===== src/rtl/sfcd_pkg.sv =====
// ----------------------------------------------------------------------------
// sfcd_pkg: shared types and constants of the sync frame deframer
// Window geometry, sync bytes and checksum widths used by the cell, match and top modules.
// ----------------------------------------------------------------------------
package sfcd_pkg;

	localparam int unsigned WinLen  = 10;
	localparam int unsigned SumLen  = 8;
	localparam int unsigned ByteW   = 8;
	localparam int unsigned SumW    = 11;
	localparam int unsigned CheckW  = 16;

	typedef logic [ByteW-1:0] byte_t;
	typedef logic [SumW-1:0]  sum_t;
	typedef byte_t [WinLen-1:0] win_t;

	localparam byte_t SyncHi = 8'h5E;
	localparam byte_t SyncLo = 8'h0C;

	localparam int unsigned PosVehicle = 2;
	localparam int unsigned PosCommand = 3;
	localparam int unsigned PosHeading = 4;
	localparam int unsigned PosCheckHi = 8;
	localparam int unsigned PosCheckLo = 9;

	typedef struct packed {
		logic  hit;
		byte_t vehicle_id;
		byte_t heading;
	} match_t;

endpackage


===== src/rtl/sfcd_cell.sv =====
// ----------------------------------------------------------------------------
// sfcd_cell: one byte slot of the sliding window
// Holds one byte, takes its neighbour's byte on each shift and adds its
// byte to the running checksum passed along the row.
// ----------------------------------------------------------------------------
module sfcd_cell (
	input  logic               clk,
	input  logic               arst_n,
	input  logic               shift,
	input  sfcd_pkg::byte_t    byte_in,
	input  sfcd_pkg::sum_t     sum_in,
	output sfcd_pkg::byte_t    byte_out,
	output sfcd_pkg::sum_t     sum_out
);

	sfcd_pkg::byte_t byte_q;

	always_ff @(posedge clk or negedge arst_n) begin
		if (!arst_n) begin
			byte_q <= '0;
		end else if (shift) begin
			byte_q <= byte_in;
		end
	end

	assign byte_out = byte_q;
	assign sum_out  = sum_in + sfcd_pkg::sum_t'(byte_q);

endmodule


===== src/rtl/sfcd_match.sv =====
// ----------------------------------------------------------------------------
// sfcd_match: frame test on the current window
// Checks the sync bytes, the additive checksum and the reply command and
// picks out the vehicle id and heading.
// ----------------------------------------------------------------------------
module sfcd_match (
	input  sfcd_pkg::win_t     win,
	input  sfcd_pkg::sum_t     sum,
	input  sfcd_pkg::byte_t    reply_command,
	output sfcd_pkg::match_t   result
);

	logic                          sync_ok;
	logic                          check_ok;
	logic [sfcd_pkg::CheckW-1:0]   want;

	assign want     = {win[sfcd_pkg::PosCheckHi], win[sfcd_pkg::PosCheckLo]};
	assign sync_ok  = (win[0] == sfcd_pkg::SyncHi) && (win[1] == sfcd_pkg::SyncLo);
	assign check_ok = (sfcd_pkg::CheckW'(sum) == want);

	always_comb begin
		result.hit        = sync_ok && check_ok &&
		                    (win[sfcd_pkg::PosCommand] == reply_command);
		result.vehicle_id = win[sfcd_pkg::PosVehicle];
		result.heading    = win[sfcd_pkg::PosHeading];
	end

endmodule


===== src/rtl/sync_frame_checksum_deframer_top.sv =====
// ----------------------------------------------------------------------------
// sync_frame_checksum_deframer_top: sync-word frame finder with checksum
// Shifts received bytes through a row of ten cells and reports reply frames.
//
// Usage:
//   Input channel (in_valid, in_ready, rx_byte): one received byte per
//   request. Output channel (out_valid, out_ready, vehicle_id, heading): one
//   request per reply frame found. Configuration channel (cfg_valid,
//   cfg_ready, reply_command) sets the command byte; cfg_ready is always high.
//   A frame completed by an accepted byte is tested on the shifted window
//   and loaded into the output register once the output slot is free.
//   Throughput: one byte per cycle while the receiver takes results; the
//   window test is an eight-cell checksum chain and the sync, checksum and command compares, each cycle.
//   Reset clears the window to zeros, the command register to zero and all
//   pending results; no frame is seen before ten bytes have arrived.
//   When the receiver stalls with a result waiting, one more byte is taken
//   and tested; further bytes are held off until the result is taken.
// ----------------------------------------------------------------------------
module sync_frame_checksum_deframer_top (
	input  logic               clk,
	input  logic               arst_n,
	input  logic               in_valid,
	output logic               in_ready,
	input  logic [7:0]         rx_byte,
	output logic               out_valid,
	input  logic               out_ready,
	output logic [7:0]         vehicle_id,
	output logic [7:0]         heading,
	input  logic               cfg_valid,
	output logic               cfg_ready,
	input  logic [7:0]         reply_command
);

	sfcd_pkg::win_t                     win;
	sfcd_pkg::sum_t [sfcd_pkg::WinLen:0] sum_chain;
	sfcd_pkg::byte_t                    reply_command_q;
	sfcd_pkg::match_t                   match;
	logic                               in_accept;
	logic                               can_advance;
	logic                               pend_s1;
	logic                               out_valid_q;
	sfcd_pkg::byte_t                    vehicle_id_q;
	sfcd_pkg::byte_t                    heading_q;

	assign cfg_ready   = 1'b1;
	assign can_advance = !out_valid_q || out_ready;
	assign in_ready    = !pend_s1 || can_advance;
	assign in_accept   = in_valid && in_ready;

	assign sum_chain[0] = '0;

	for (genvar i = 0; i < sfcd_pkg::WinLen; i++) begin : g_cell
		sfcd_pkg::byte_t next_byte;
		if (i == sfcd_pkg::WinLen - 1) begin : g_head
			assign next_byte = rx_byte;
		end else begin : g_body
			assign next_byte = win[i+1];
		end
		sfcd_cell u_cell (
			.clk      (clk),
			.arst_n   (arst_n),
			.shift    (in_accept),
			.byte_in  (next_byte),
			.sum_in   (sum_chain[i]),
			.byte_out (win[i]),
			.sum_out  (sum_chain[i+1])
		);
	end

	sfcd_match u_match (
		.win           (win),
		.sum           (sum_chain[sfcd_pkg::SumLen]),
		.reply_command (reply_command_q),
		.result        (match)
	);

	always_ff @(posedge clk or negedge arst_n) begin
		if (!arst_n) begin
			reply_command_q <= '0;
		end else if (cfg_valid && cfg_ready) begin
			reply_command_q <= reply_command;
		end
	end

	// hold the fresh window until the output slot is free
	always_ff @(posedge clk or negedge arst_n) begin
		if (!arst_n) begin
			pend_s1     <= 1'b0;
			out_valid_q <= 1'b0;
		end else begin
			if (in_accept) begin
				pend_s1 <= 1'b1;
			end else if (can_advance) begin
				pend_s1 <= 1'b0;
			end
			if (pend_s1 && can_advance) begin
				out_valid_q <= match.hit;
			end else if (out_ready) begin
				out_valid_q <= 1'b0;
			end
		end
	end

	always_ff @(posedge clk) begin
		if (pend_s1 && can_advance && match.hit) begin
			vehicle_id_q <= match.vehicle_id;
			heading_q    <= match.heading;
		end
	end

	assign out_valid  = out_valid_q;
	assign vehicle_id = vehicle_id_q;
	assign heading    = heading_q;

endmodule


===== config.mk =====
export PLATFORM = sky130hd
export DESIGN_NAME = sync_frame_checksum_deframer_top
export DESIGN_NICKNAME = d
export VERILOG_FILES = /design/src/rtl/sfcd_pkg.sv /design/src/rtl/sfcd_cell.sv /design/src/rtl/sfcd_match.sv /design/src/rtl/sync_frame_checksum_deframer_top.sv
export SDC_FILE = /design/constraint.sdc
export NUM_CORES = 1
export LEC_CHECK = 0
export BUFFER_PORTS_ARGS = -buffer_cell sky130_fd_sc_hd__buf_4
export CAP_MARGIN = 20
export CORE_ASPECT_RATIO = 1.5
export CORE_MARGIN = 2
export CORE_UTILIZATION = 65
export CTS_BUF_LIST = sky130_fd_sc_hd__clkbuf_2
export CTS_CLUSTER_SIZE = 16
export DETAILED_ROUTE_END_ITERATION = 7
export GPL_ROUTABILITY_DRIVEN = 0
export HOLD_SLACK_MARGIN = 0.03
export PLACE_DENSITY = 0.95
export REMOVE_ABC_BUFFERS = 1
export SYNTH_ARGS = -nofsm -noshare
export SYNTH_HDL_FRONTEND = slang
export SYNTH_SLANG_ARGS = --single-unit

===== constraint.sdc =====
create_clock -name clk -period 10.47 [get_ports clk]
set_clock_uncertainty 0.05 [all_clocks]
set_input_delay 1.047 -clock clk [delete_from_list [all_inputs] [get_ports clk]]
set_output_delay 1.047 -clock clk [all_outputs]
set_load 0.01 [all_outputs]

==> results.sh <==
export IMPL_dp_hpwl_um=7727
export IMPL_grt_use_met3_pct=4.538
export IMPL_vias=3179
export IMPL_ys_flop_type="dfrtp_1"
export IMPL_fin_nets=529
export IMPL_num_rows=41
export IMPL_drv_slew=0
export IMPL_synth_top_family_by_area="adder cells"
export IMPL_grt_max_degree=97
export IMPL_num_fill_cells=521
export IMPL_area_growth_pct=9.670
export IMPL_cp_start_kind="flip-flop"
export IMPL_setup_violations=0
export IMPL_antenna_found_initial=0
export IMPL_first_pass_iters=4
export IMPL_synth_top_area_share_pct=40.39
export IMPL_synth_edff_count=16
export IMPL_ios=40
export IMPL_holdBufCountCts=0
export IMPL_maxSlewHeadroom_pct=26.49
export IMPL_avgSynthCellArea_sq_um=13.57
export IMPL_grt_overflow=0
export IMPL_synth_compound_area_share_pct=3.096
export IMPL_start_util_pct=66.69
export IMPL_finalHoldViolations=0
export IMPL_grt_pass1_vias=3434
export IMPL_grt_setup_unrepaired="false"
export IMPL_wl_um=10650
export IMPL_ys_seq_area_share_pct=49.00
export IMPL_hold_class="in2async"
export IMPL_period_share_pct=50.14
export IMPL_clock_fmax_ghz=0.1905
export IMPL_drt_iter0_drc=218
export IMPL_cts_tree="built"
export IMPL_grt_pass1_wl_um=16940
export IMPL_end_kind="flip-flop"
export IMPL_cts_inserted_buffers=9
export IMPL_coreArea_sq_um=8362
export IMPL_drv_cap=0
export IMPL_synth_xor_area_share_pct=3.926
export IMPL_status="complete, no violations"
export IMPL_fp_dieW_um=79.63
export IMPL_yosysMostFrequentCell="dfrtp_1"
export IMPL_busiest_layer="met2"
export IMPL_grtUsageMet2_pct=41.18
export IMPL_period_minus_slack_ns=5.250
export IMPL_crit_arrival_ns=5.52
export IMPL_cts_root_buffer="clkbuf_2"
export IMPL_multi_input_area_sq_um=2556
export IMPL_io_buffers=38
export IMPL_clock_sinks=106
export IMPL_synth_seq_cells=106
export IMPL_drive_above_1_share_pct=30.11
export IMPL_clk_latency_ns=0.59
export IMPL_clkSlewWorstSetupHoldPaths_ns=0.27
export IMPL_synth_fa_ha_area_share_pct=19.34
export IMPL_async_flop_share_pct=84.91
export IMPL_post_cts_buffers=0
export IMPL_design_die_area_sq_um=9351
export IMPL_syn_inst=411
export IMPL_met1_usage_pct=30.17
export IMPL_antennaDiodeCount=0
export IMPL_routed_via_density=5.657
export IMPL_post_cts_resize_count=0
export IMPL_synthMuxAreaShare_pct=14.54
export IMPL_htree_levels=3
export IMPL_yosysWarnings=0
export IMPL_finalSetupTns_ns=0
export IMPL_critPathMaxFanout=14
export IMPL_final_antenna_net_count=0
export IMPL_regArea_sq_um=2733
export IMPL_clock_path_buffers=2
export IMPL_syn_cell_area_sq_um=5577
export IMPL_synth_largest_area_cell="dfrtp_1"
export IMPL_criticalPathCategory="reg2reg"
export IMPL_wl_per_cell_um=18.96
export IMPL_crit_required_ns=10.74
export IMPL_ys_top_cells_by_area="dfrtp_1, fa_1, mux2_2, edfxtp_1, inv_1"
export IMPL_synth_commonest_cells="dfrtp_1, mux2_2, inv_1"
export IMPL_synth_simple_area_share_pct=4.622
export IMPL_die_h_um=117.4
export IMPL_drcViolationCount=0
export IMPL_worst_pin_slew_ns=1.103
export IMPL_yosysUniqueCellTypes=37
export IMPL_grt_use_total_pct=24.58
## flip-flops by register name (all words and copies together) (netlist names)
signal,cells
g_cell.u_cell.byte_out,80
heading,8
out_valid,1
pend_s1,1
reply_command_q,8
vehicle_id,8
## kinds of logic (layout without fill, tap and decap cells)
| logic type | count (synthesis) | count (layout) |
|---|---|---|
| and+or+nand+nor | 43 | 43 |
| muxes | 72 | 72 |
| AOI/OAI and AO/OA | 29 | 29 |
| xor gates and xnor gates | 25 | 25 |
| other | 1 | 1 |
| DFF | 106 | 106 |
| adders and majority gates | 58 | 58 |
| buffers and inverters | 77 | 121 |
## worst paths after layout
check | startpoint | to | slack, ns | depth (start not counted)
max | g_cell[3].u_cell.byte_out[2] | vehicle_id[3] | 5.22 | 14
min | arst_n | g_cell[2].u_cell.byte_out[5] | 0.21 | 1
max reg2reg | g_cell[3].u_cell.byte_out[2] | vehicle_id[3] | 5.22 | 14
min reg2reg | g_cell[6].u_cell.byte_out[7] | g_cell[6].u_cell.byte_out[7] | 0.47 | 2
max in group asynchronous | arst_n | g_cell[2].u_cell.byte_out[1] | 9.51 | 2
min in group clk | g_cell[6].u_cell.byte_out[7] | g_cell[6].u_cell.byte_out[7] | 0.47 | 2
## worst max-delay path: stages, from the launching register on
cell	delay, ns
dfrtp_1	0.49
fa_1	0.56
inv_1	0.06
fa_1	0.55
fa_1	0.46
fa_1	0.49
inv_1	0.06
ha_1	0.22
fa_1	0.45
xnor2_1	0.18
nand4_1	0.17
nor4_4	0.30
nand4_1	0.19
nor4_2	0.42
buf_4	0.32
## area by class of cell
class | count | area share (%)
sequential | 106 | 44.68
clock buffer | 9 | 0.7365
timing repair buffer | 40 | 5.237
multi-input combinational | 228 | 41.80
inverter | 65 | 3.989
tap | 107 | 2.189
clock inverter | 7 | 1.371
## layout by cell type, fill, tap and decap left out, types with 2 or more instances in the layout
cell       instances
xnor2_1           21
edfxtp_1          16
fa_1              47
o21ai_0           17
nor4_2             2
nand2b_1           2
buf_4             39
inv_1             65
bufinv_16          2
a21o_1             2
dfrtp_1           90
ha_1              11
nand4_1            7
nand2_1           20
a21oi_1            4
mux2_2            72
xor2_1             4
clkinv_2           4
clkbuf_2           9
## metrics by stage
step	hold WS (ns)	cells	worst slack [ns]	cell area [sq um]	util, %
floorplan	0.3911	399	4.489	5519	-
global placement	0.4127	545	5.419	5959	71.27
detailed placement	0.4229	545	5.288	5959	71.27
CTS	0.4746	561	5.218	6088	72.81
global route	0.1743	562	5.025	6116	73.14
finish	0.2089	562	5.220	6116	73.14
## metal layers
layer | vias up | wire length, um | part of all wire (%)
met1 | 1659 | 3992 | 37
met2 | 71 | 5977 | 56
met3 | 27 | 284 | 2.7
met5 | - | 0 | 0
met4 | 0 | 399 | 3.7
li1 | 1422 | - | -
Power is not shown: default switching activity piles up to over one toggle a cycle in this logic, so the estimate is an artifact.
